`src/tone_note_queue_sequencer_macros.svh`:
```
// Assertion macros for the tone note queue sequencer.
// Included by the top level; expects clk and rst_n in scope.
`ifndef TONE_NOTE_QUEUE_SEQUENCER_MACROS_SVH
`define TONE_NOTE_QUEUE_SEQUENCER_MACROS_SVH

// antecedent implies consequent in the same cycle
`define TNQ_ASSERT_NOW(label, ante, cons, msg) \
  label: assert property (@(posedge clk) disable iff (!rst_n) (ante) |-> (cons)) \
    else $error(msg);

// antecedent implies consequent in the next cycle
`define TNQ_ASSERT_NEXT(label, ante, cons, msg) \
  label: assert property (@(posedge clk) disable iff (!rst_n) (ante) |=> (cons)) \
    else $error(msg);

`endif

```
`src/tnq_pkg.sv`:
```
// Shared types and constants for the tone note queue sequencer.
// No dependencies.
package tnq_pkg;

  localparam int DEFAULT_QUEUE_DEPTH = 16;

  localparam int PRESCALE_W = 3;
  localparam int COMPARE_W  = 8;
  localparam int DURATION_W = 16;
  localparam int QUEUED_W   = 4;
  localparam int NOTE_W     = PRESCALE_W + COMPARE_W + DURATION_W;

  localparam logic CMD_PUSH = 1'b0;
  localparam logic CMD_TICK = 1'b1;

  typedef struct packed {
    logic [PRESCALE_W-1:0] prescale;
    logic [COMPARE_W-1:0]  compare;
    logic [DURATION_W-1:0] duration;
  } note_t;

  // controller -> datapath
  typedef struct packed {
    logic accept;     // word taken this cycle
    logic push_wr;    // write note at write index
    logic drop;       // push refused, queue full
    logic tick_dec;   // count down time left
    logic rd_issue;   // read note at read index
    logic load_note;  // read data valid, start the note
    logic emit;       // capture result word
  } ctl_cmd_t;

  // datapath -> controller
  typedef struct packed {
    logic full;
    logic empty;
    logic time_nz;
  } dp_status_t;

endpackage

```
`src/tnq_if.sv`:
```
// Valid/ready channel interfaces for the note input and result words.
// Depends on tnq_pkg.
interface tnq_in_if import tnq_pkg::*; ();
  logic                  valid;
  logic                  ready;
  logic                  cmd;
  logic [PRESCALE_W-1:0] note_prescale;
  logic [COMPARE_W-1:0]  note_compare;
  logic [DURATION_W-1:0] note_duration;

  modport source (output valid, cmd, note_prescale, note_compare, note_duration,
                  input ready);
  modport sink   (input valid, cmd, note_prescale, note_compare, note_duration,
                  output ready);
endinterface

interface tnq_out_if import tnq_pkg::*; ();
  logic                  valid;
  logic                  ready;
  logic                  tone_on;
  logic [PRESCALE_W-1:0] tone_prescale;
  logic [COMPARE_W-1:0]  tone_compare;
  logic [QUEUED_W-1:0]   queued_notes;
  logic                  push_dropped;

  modport source (output valid, tone_on, tone_prescale, tone_compare, queued_notes,
                  push_dropped, input ready);
  modport sink   (input valid, tone_on, tone_prescale, tone_compare, queued_notes,
                  push_dropped, output ready);
endinterface

```
`src/tnq_ram.sv`:
```
// Generic single write port, single read port RAM with registered read.
// Depends on tnq_pkg for default sizes.
module tnq_ram import tnq_pkg::*; #(
  parameter int WIDTH = NOTE_W,
  parameter int DEPTH = DEFAULT_QUEUE_DEPTH
) (
  input  logic                     clk,
  input  logic                     we,
  input  logic [$clog2(DEPTH)-1:0] waddr,
  input  logic [WIDTH-1:0]         wdata,
  input  logic                     re,
  input  logic [$clog2(DEPTH)-1:0] raddr,
  output logic [WIDTH-1:0]         rdata
);

  logic [WIDTH-1:0] mem_r [DEPTH];
  logic [WIDTH-1:0] rdata_r;

  always_ff @(posedge clk) begin
    if (we) begin
      mem_r[waddr] <= wdata;
    end
    if (re) begin
      rdata_r <= mem_r[raddr];
    end
  end

  assign rdata = rdata_r;

endmodule

```
`src/tnq_datapath.sv`:
```
// Queue indices, note store, countdown, active tone and result register.
// Depends on tnq_pkg and tnq_ram.
module tnq_datapath import tnq_pkg::*; #(
  parameter int QUEUE_DEPTH = DEFAULT_QUEUE_DEPTH
) (
  input  logic                  clk,
  input  logic                  rst_n,
  input  ctl_cmd_t              cmd,
  output dp_status_t            status,
  input  logic [PRESCALE_W-1:0] note_prescale,
  input  logic [COMPARE_W-1:0]  note_compare,
  input  logic [DURATION_W-1:0] note_duration,
  output logic                  tone_on,
  output logic [PRESCALE_W-1:0] tone_prescale,
  output logic [COMPARE_W-1:0]  tone_compare,
  output logic [QUEUED_W-1:0]   queued_notes,
  output logic                  push_dropped
);

  localparam int IDX_W = $clog2(QUEUE_DEPTH);
  localparam logic [IDX_W:0]   DEPTH_C = (IDX_W+1)'(QUEUE_DEPTH);
  localparam logic [IDX_W-1:0] LAST_C  = IDX_W'(QUEUE_DEPTH - 1);

  logic [IDX_W-1:0]      wr_idx_r, rd_idx_r;
  logic [IDX_W-1:0]      wr_idx_nxt, rd_idx_nxt;
  logic [DURATION_W-1:0] time_left_r;
  logic [PRESCALE_W-1:0] act_pre_r;
  logic [COMPARE_W-1:0]  act_cmp_r;
  logic                  drop_r;
  logic [PRESCALE_W-1:0] out_pre_r;
  logic [COMPARE_W-1:0]  out_cmp_r;
  logic [QUEUED_W-1:0]   out_fill_r;
  logic                  out_drop_r;
  logic [IDX_W:0]        diff, fill_wide;
  logic [IDX_W-1:0]      fill;
  note_t                 wr_note, rd_note;

  assign wr_note = '{prescale: note_prescale, compare: note_compare,
                     duration: note_duration};

  tnq_ram #(.WIDTH(NOTE_W), .DEPTH(QUEUE_DEPTH)) u_store (
    .clk  (clk),
    .we   (cmd.push_wr),
    .waddr(wr_idx_r),
    .wdata(wr_note),
    .re   (cmd.rd_issue),
    .raddr(rd_idx_r),
    .rdata(rd_note)
  );

  // ring fill, works for any depth
  always_comb begin
    diff      = {1'b0, wr_idx_r} - {1'b0, rd_idx_r};
    fill_wide = (wr_idx_r >= rd_idx_r) ? diff : diff + DEPTH_C;
    fill      = fill_wide[IDX_W-1:0];
  end

  assign wr_idx_nxt = (wr_idx_r == LAST_C) ? '0 : wr_idx_r + 1'b1;
  assign rd_idx_nxt = (rd_idx_r == LAST_C) ? '0 : rd_idx_r + 1'b1;

  assign status.full    = (fill == LAST_C);
  assign status.empty   = (wr_idx_r == rd_idx_r);
  assign status.time_nz = (time_left_r != '0);

  always_ff @(posedge clk) begin
    if (!rst_n) begin
      wr_idx_r    <= '0;
      rd_idx_r    <= '0;
      time_left_r <= '0;
      act_pre_r   <= '0;
      act_cmp_r   <= '0;
      drop_r      <= 1'b0;
    end else begin
      if (cmd.accept) begin
        drop_r <= cmd.drop;
      end
      if (cmd.push_wr) begin
        wr_idx_r <= wr_idx_nxt;
      end
      if (cmd.tick_dec) begin
        time_left_r <= time_left_r - 1'b1;
        if (time_left_r == DURATION_W'(1)) begin
          act_pre_r <= '0;
        end
      end
      if (cmd.load_note) begin
        time_left_r <= rd_note.duration;
        act_pre_r   <= rd_note.prescale;
        act_cmp_r   <= rd_note.compare;
        rd_idx_r    <= rd_idx_nxt;
      end
    end
  end

  // result word
  always_ff @(posedge clk) begin
    if (cmd.emit) begin
      out_pre_r  <= act_pre_r;
      out_cmp_r  <= act_cmp_r;
      out_fill_r <= QUEUED_W'(fill);
      out_drop_r <= drop_r;
    end
  end

  assign tone_on       = (out_pre_r != '0);
  assign tone_prescale = out_pre_r;
  assign tone_compare  = out_cmp_r;
  assign queued_notes  = out_fill_r;
  assign push_dropped  = out_drop_r;

endmodule

```
`src/tnq_controller.sv`:
```
// Sequencing state machine: accept, optional note fetch, result hand-off.
// Depends on tnq_pkg.
module tnq_controller import tnq_pkg::*; (
  input  logic       clk,
  input  logic       rst_n,
  input  logic       in_valid,
  input  logic       in_cmd,
  output logic       in_ready,
  output logic       out_valid,
  input  logic       out_ready,
  input  dp_status_t status,
  output ctl_cmd_t   cmd
);

  typedef enum logic [1:0] {
    S_IDLE,
    S_FETCH,
    S_EMIT
  } state_t;

  state_t state_r, state_nxt;
  logic   out_valid_r, out_valid_nxt;
  logic   is_push, is_tick;

  assign in_ready = rst_n && (state_r == S_IDLE);
  assign is_push  = (in_cmd == CMD_PUSH);
  assign is_tick  = (in_cmd == CMD_TICK);

  always_comb begin
    cmd           = '0;
    cmd.accept    = in_valid && in_ready;
    cmd.push_wr   = cmd.accept && is_push && !status.full;
    cmd.drop      = cmd.accept && is_push && status.full;
    cmd.tick_dec  = cmd.accept && is_tick && status.time_nz;
    cmd.rd_issue  = cmd.accept && is_tick && !status.time_nz && !status.empty;
    cmd.load_note = (state_r == S_FETCH);
    cmd.emit      = (state_r == S_EMIT) && (!out_valid_r || out_ready);
  end

  always_comb begin
    state_nxt     = state_r;
    out_valid_nxt = out_valid_r && !out_ready;
    unique case (state_r)
      S_IDLE: begin
        if (cmd.accept) begin
          state_nxt = cmd.rd_issue ? S_FETCH : S_EMIT;
        end
      end
      S_FETCH: begin
        state_nxt = S_EMIT;
      end
      S_EMIT: begin
        if (cmd.emit) begin
          out_valid_nxt = 1'b1;
          state_nxt     = S_IDLE;
        end
      end
      default: begin
        state_nxt = S_IDLE;
      end
    endcase
  end

  always_ff @(posedge clk) begin
    if (!rst_n) begin
      state_r     <= S_IDLE;
      out_valid_r <= 1'b0;
    end else begin
      state_r     <= state_nxt;
      out_valid_r <= out_valid_nxt;
    end
  end

  assign out_valid = out_valid_r;

endmodule

```
`src/tone_note_queue_sequencer.sv`:
```
// Tone note queue sequencer top level: controller, datapath, assertions.
// Depends on tnq_pkg, tnq_if, tnq_controller, tnq_datapath and the macros header.
//
//  channel  dir  payload                                             handshake
//  in_ch    in   cmd, note_prescale, note_compare, note_duration     valid/ready
//  out_ch   out  tone_on, tone_prescale, tone_compare, queued_notes,  valid/ready
//                push_dropped
//
// Sequence: a push, a counting tick or an idle tick goes from accept to result;
//   a tick that starts a note adds the note store read between the two.
// One word at a time; a new word is taken once the previous result sits in the
//   output register, even if that result is still waiting.
// A stalled out_ch holds the sequencer in its result state until out_ready.
// Reset (rst_n low, synchronous) empties the queue, silences the active tone and
//   clears the countdown; the note store and the result register are not cleared.
module tone_note_queue_sequencer import tnq_pkg::*; #(
  parameter int QUEUE_DEPTH = DEFAULT_QUEUE_DEPTH
) (
  input logic       clk,
  input logic       rst_n,
  tnq_in_if.sink    in_ch,
  tnq_out_if.source out_ch
);

`include "tone_note_queue_sequencer_macros.svh"

  ctl_cmd_t   cmd;
  dp_status_t status;

  // sequencing: decides per word whether to write, count down or fetch
  tnq_controller u_ctl (
    .clk      (clk),
    .rst_n    (rst_n),
    .in_valid (in_ch.valid),
    .in_cmd   (in_ch.cmd),
    .in_ready (in_ch.ready),
    .out_valid(out_ch.valid),
    .out_ready(out_ch.ready),
    .status   (status),
    .cmd      (cmd)
  );

  // queue, note store, countdown and result register
  tnq_datapath #(.QUEUE_DEPTH(QUEUE_DEPTH)) u_dp (
    .clk          (clk),
    .rst_n        (rst_n),
    .cmd          (cmd),
    .status       (status),
    .note_prescale(in_ch.note_prescale),
    .note_compare (in_ch.note_compare),
    .note_duration(in_ch.note_duration),
    .tone_on      (out_ch.tone_on),
    .tone_prescale(out_ch.tone_prescale),
    .tone_compare (out_ch.tone_compare),
    .queued_notes (out_ch.queued_notes),
    .push_dropped (out_ch.push_dropped)
  );

  // a store read is always followed by starting that note
  `TNQ_ASSERT_NEXT(a_fetch_then_load, cmd.rd_issue, cmd.load_note, "fetch not followed by load")
  // the note being started must still be in the queue
  `TNQ_ASSERT_NOW(a_load_not_empty, cmd.load_note, !status.empty, "load from empty queue")
  // one word in flight: no accept directly after an accept
  `TNQ_ASSERT_NEXT(a_one_in_flight, cmd.accept, !in_ch.ready, "ready straight after accept")

endmodule
```
`src/flat_wrapper.sv`:
```
// flat-port wrapper written by rule: the top's interface ports become plain ports
module tone_note_queue_sequencer_flat import tnq_pkg::*;
#(
  parameter int QUEUE_DEPTH = DEFAULT_QUEUE_DEPTH
)
  (clk, rst_n, in_ch_valid, in_ch_cmd, in_ch_note_prescale, in_ch_note_compare, in_ch_note_duration, in_ch_ready, out_ch_valid, out_ch_tone_on, out_ch_tone_prescale, out_ch_tone_compare, out_ch_queued_notes, out_ch_push_dropped, out_ch_ready);
  tnq_in_if in_ch_i ();
  tnq_out_if out_ch_i ();
  input logic clk;
  input logic rst_n;
  input wire logic [$bits(in_ch_i.valid)-1:0] in_ch_valid;
  input wire logic [$bits(in_ch_i.cmd)-1:0] in_ch_cmd;
  input wire logic [$bits(in_ch_i.note_prescale)-1:0] in_ch_note_prescale;
  input wire logic [$bits(in_ch_i.note_compare)-1:0] in_ch_note_compare;
  input wire logic [$bits(in_ch_i.note_duration)-1:0] in_ch_note_duration;
  output wire logic [$bits(in_ch_i.ready)-1:0] in_ch_ready;
  output wire logic [$bits(out_ch_i.valid)-1:0] out_ch_valid;
  output wire logic [$bits(out_ch_i.tone_on)-1:0] out_ch_tone_on;
  output wire logic [$bits(out_ch_i.tone_prescale)-1:0] out_ch_tone_prescale;
  output wire logic [$bits(out_ch_i.tone_compare)-1:0] out_ch_tone_compare;
  output wire logic [$bits(out_ch_i.queued_notes)-1:0] out_ch_queued_notes;
  output wire logic [$bits(out_ch_i.push_dropped)-1:0] out_ch_push_dropped;
  input wire logic [$bits(out_ch_i.ready)-1:0] out_ch_ready;
  assign in_ch_i.valid = in_ch_valid;
  assign in_ch_i.cmd = in_ch_cmd;
  assign in_ch_i.note_prescale = in_ch_note_prescale;
  assign in_ch_i.note_compare = in_ch_note_compare;
  assign in_ch_i.note_duration = in_ch_note_duration;
  assign in_ch_ready = in_ch_i.ready;
  assign out_ch_valid = out_ch_i.valid;
  assign out_ch_tone_on = out_ch_i.tone_on;
  assign out_ch_tone_prescale = out_ch_i.tone_prescale;
  assign out_ch_tone_compare = out_ch_i.tone_compare;
  assign out_ch_queued_notes = out_ch_i.queued_notes;
  assign out_ch_push_dropped = out_ch_i.push_dropped;
  assign out_ch_i.ready = out_ch_ready;
  tone_note_queue_sequencer #(.QUEUE_DEPTH(QUEUE_DEPTH)) u_core (.clk(clk), .rst_n(rst_n), .in_ch(in_ch_i), .out_ch(out_ch_i));
endmodule
```
`config.mk`:
```
export PLATFORM = sky130hd
export DESIGN_NAME = tone_note_queue_sequencer_flat
export DESIGN_NICKNAME = d
export VERILOG_FILES = /design/src/tnq_pkg.sv /design/src/tnq_if.sv /design/src/tnq_ram.sv /design/src/tnq_datapath.sv /design/src/tnq_controller.sv /design/src/tone_note_queue_sequencer.sv /design/src/flat_wrapper.sv
export VERILOG_INCLUDE_DIRS = /design/src /design/src/src
export SDC_FILE = /design/constraint.sdc
export NUM_CORES = 1
export LEC_CHECK = 0
export ABC_AREA = 1
export CELL_PAD_IN_SITES_DETAIL_PLACEMENT = 0
export CELL_PAD_IN_SITES_GLOBAL_PLACEMENT = 1
export CORE_ASPECT_RATIO = 0.7
export CORE_MARGIN = 1
export CORE_UTILIZATION = 45
export DETAILED_ROUTE_END_ITERATION = 8
export DONT_BUFFER_PORTS = 1
export GPL_TIMING_DRIVEN = 1
export HOLD_SLACK_MARGIN = 0.02
export PLACE_DENSITY = 0.72
export SYNTH_ARGS = -nofsm -noshare
export SYNTH_HDL_FRONTEND = slang
export SYNTH_HIERARCHICAL = 1
export SYNTH_SLANG_ARGS = --single-unit
export TNS_END_PERCENT = 10
```
`constraint.sdc`:
```
create_clock -name clk -period 4.6 [get_ports clk]
set_input_delay 0.69 -clock clk [delete_from_list [all_inputs] [get_ports clk]]
set_output_delay 0.69 -clock clk [all_outputs]
set_load 0.01 [all_outputs]
```
==> results.txt <==
* Portion of synthesized cell area occupied by the leading cell type: 64.61%
- Slew of the pin with the lowest slew margin: 1.162 ns
- Post-CTS clock slew at the launch and capture registers of the worst setup and hold paths: 0.07 ns
- Post-synthesis average cell area: 10.38 um2
- Total chip power: 0.01121 W
* Main area contributors after synthesis: edfxtp_1 (65%), nand2_1 (11%), nand3_1 (8.0%)
* Wire per inst: 20.26 um
* Detailed placer's ending HPWL: 32770 um
- The floorplan has 67 rows.
- Entering global routing, the biggest net connects 221 pins.
- Wire segments on met3 add up to 3585 um in the final route.
* Cell count of the worst reg-to-reg path: 13
- At the later pin of the worst-skew pair, clock insertion delay measures 0.59 ns.
- Share of final-layout standard cells stronger than drive strength 1: 7.682%
* Number of warning messages in the yosys log: 6
- Once the clock tree was built, the setup fixing pass inserted 0 buffers.
* Final-report hold violation count: 0
- Synth unique cells: 39
- Global-route wire length before repair: 86450 um
- Counting every sink on the clock net gives 514.
* Number of iterations in the first detailed-routing pass: 7
- Hold timing on the final database bottoms out at a slack of 0.1905 ns.
- DR iter-0 viols: 1381
* Number of instances in the synthesized netlist: 2127
- Across the routed clock network, the largest skew measured is 0.02288 ns.
- Cell taking the most area after synthesis: edfxtp_1
- The worst setup path is launched from a flop.
- The worst register-to-register path ends at u_core/u_dp/u_store/mem_r[12][26]$_DFFE_PP_.
- The final layout contains routed wiring with a total length of 57060 um.
- The worst setup path is captured at a flop.
- Final Cycle Share: 75.92%
- Fin nets: 2161
- Hold path depth: 0
* Final Max Tran Viols: 0
- Fraction of the yosys area taken by sequential cells: 68.14%
- The startpoint identified for the worst hold timing path is in_ch_note_duration[8].
- Number of enable flip-flop cells after synthesis: 475
- Via count of the first global-routing pass: 13840
- Along the worst path, the maximum fanout reaches 19.
- Final Wtd Congestion: 0.8246
- IR analysis of the VDD net gives a maximum drop of 0.0003128 V.
- Power Dens Cells: 456.4 nW/um2
- Port Buffers: 0
* Post-cts sizing count: 0
* Routed met2 length: 25200 um
* P&R area growth vs syn: 11.30%
- TritonCTS created 50 clock buffers.
* Cell area after placement: 22960 um2
- In the post-route analysis, the smallest setup slack over all paths is 1.108 ns.
- Number of buffers between clock root and the deepest sink: 3
- Hold Buf Count CTS: 0
- The die is 187.3 um tall.
* Setup CP Type: reg2reg
- Total number of vias: 14460
- 51 I/O pins were placed.
* Antenna Diode Count: 0
- Most used standard cells in the synthesized netlist: nand2_1 (625), edfxtp_1 (475), inv_1 (356), nand3_1 (352), nor2_1 (59)
- STA puts the critical path data arrival time at 3.78 ns.
- CTS H-tree lvls: 2
- Floorplan core area: 48120 um2
* Run status: complete, no violations
- Total GRT Usage: 23.16%
* Overflow after GRT: 0
- Fraction of synthesis flops using an asynchronous set or reset pin: 0%
- Highest routed layer: met4
- Met1 wire length: 27130 um
- Unrepaired setup endpoints after global routing: no
- Classification of the worst-slack hold path: in2reg
- Max cap viols: 0
* Net Count, Synth: 2167
- The initial utilization of the core area, before any placement, comes to 45.88%.
* Post-route antenna net violation count: 0
- Time the final worst path needs with I/O delays and setup: 3.492 ns
* Chip Width: 266.7 um
* Reg2Reg Setup Slack: 1.11 ns
* Routed via count divided by cell count: 5.135
- With fillers left out, the area of the finished cells amounts to 24570 um2.
* Clock Root Buffer: clkbuf_16
* Clock tree from TritonCTS: built
* Maximum clock frequency: 286.4 MHz
* Pre-CTS WS: 1.114 ns
- In this run the static leakage power is 10.03 nW.
- For this run, design rule violations remaining after detail routing come to 0.
* Area of the die: 49960 um2
- Main synth FF type: edfxtp_1
* Number of antenna violations at the first check in global routing: 0
- Setup TNS: 0 ns
* Origin of the critical flop-to-flop path: u_core/u_dp/wr_idx_r[0]$_SDFFE_PN0P_
* Relative slew slack: 22.53%
- In the post-synthesis netlist, the cell with the most instances is nand2_1.
- Post-synthesis instance area: 22080 um2
* Final setup violating endpoints: 0
- Hold Crit Endpoint: u_core/u_dp/u_store/mem_r[8][8]$_DFFE_PP_
- Number of register bits inferred by synthesis: 514
- For the worst setup path, the data required time is 4.89 ns.
[state kept, by name, indices dropped and copies added, names as in the netlist, 2 cells and up]
name	cells
u_core/u_dp/tone_prescale	3
u_core/u_dp/rd_idx_r	4
u_core/u_dp/time_left_r	16
u_core/u_dp/queued_notes	4
u_core/u_dp/tone_compare	8
u_core/u_dp/wr_idx_r	4
u_core/u_dp/u_store/mem_r	432
u_core/u_ctl/state_r	2
u_core/u_dp/act_pre_r	3
u_core/u_dp/act_cmp_r	8
u_core/u_dp/u_store/rdata	27
[stage by stage]
step	util [%]	std cells
2_1_floorplan	-	2127
3_3_place_gp	47.71	2724
3_5_place_dp	47.71	2724
4_1_cts	51.06	2816
5_1_grt	51.06	2816
6_report	51.06	2816
[power breakdown]
part           switching [W]  internal, W
registers           0.000124      0.00524
clock network        0.00176      0.00235
logic                0.00117     0.000572
[logic make-up after synthesis]
kind of cell	synth area share, %
AND/OR/NAND/NOR	20.96
AO/OA/AOI/OAI	1.570
XOR/XNOR	0.2380
adder cells (fa/ha/maj)	0.4874
flip-flops	68.14
buffers and inverters	8.597
[worst max-delay path by stage]
| stage | start | end | slack, ns | cells after the start |
|---|---|---|---|---|
| after global routing | u_core/u_dp/wr_idx_r[0]$_SDFFE_PN0P_ | u_core/u_dp/u_store/mem_r[12][26]$_DFFE_PP_ | 0.86 | 13 |
| after CTS | u_core/u_dp/wr_idx_r[0]$_SDFFE_PN0P_ | u_core/u_dp/u_store/mem_r[12][26]$_DFFE_PP_ | 1.08 | 13 |
| after floorplan | u_core/u_dp/wr_idx_r[0]$_SDFFE_PN0P_ | u_core/u_dp/u_store/mem_r[12][0]$_DFFE_PP_ | 0.94 | 11 |
| final | u_core/u_dp/wr_idx_r[0]$_SDFFE_PN0P_ | u_core/u_dp/u_store/mem_r[12][26]$_DFFE_PP_ | 1.11 | 13 |
| after detailed placement | u_core/u_dp/wr_idx_r[0]$_SDFFE_PN0P_ | u_core/u_dp/u_store/mem_r[12][0]$_DFFE_PP_ | 1.11 | 13 |
| after global placement | u_core/u_dp/wr_idx_r[0]$_SDFFE_PN0P_ | u_core/u_dp/u_store/mem_r[12][0]$_DFFE_PP_ | 1.04 | 13 |
[routing by layer]
| layer | track usage (%) | vias to the layer above |
|---|---|---|
| li1 | - | 6910 |
| met1 | 34.89 | 7036 |
| met3 | 3.726 | 80 |
| met5 | 0 | - |
| met4 | 5.747 | 0 |
| met2 | 34.93 | 433 |
[final cells by class]
type                            instances  area, um2
Tap cell                              655      819.5
Fill cell                            4313      23550
Timing Repair Buffer                   38      422.9
Sequential cell                       514      15050
Multi-Input combinational cell       1148       5268
Clock inverter                         26      261.5
Clock buffer                           66       1353
Inverter                              369       1393
[placed cells by master (no fill, tap or decap), types with 6 or more instances in the layout]
cell | Yosys | final
a21oi_1 | 20 | 20
a22oi_1 | 10 | 10
buf_12 | 0 | 11
buf_4 | 20 | 27
clkbuf_1 | 19 | 13
clkbuf_16 | 0 | 51
clkinv_1 | 3 | 13
clkinv_2 | 0 | 9
dfxtp_1 | 39 | 35
edfxtp_1 | 475 | 475
ha_1 | 7 | 7
inv_1 | 356 | 356
inv_2 | 8 | 8
nand2_1 | 625 | 625
nand3_1 | 352 | 352
nor2_1 | 59 | 42
nor2_2 | 7 | 8
nor2_4 | 6 | 22
nor3_1 | 9 | 7
o21ai_0 | 13 | 13
o21ai_1 | 6 | 6
[critical path, stage by stage, from the launching register on]
cell,delay [ns]
dfxtp_1,0.37
inv_1,0.08
ha_1,0.13
inv_1,0.06
fa_1,0.37
xnor2_1,0.17
inv_1,0.08
nand3_1,0.08
nor2_1,0.06
nor3_1,0.21
buf_4,0.21
nand3_1,0.31
nor2_4,0.76
buf_4,0.28
No activity file was read; power rests on OpenSTA's default activity.
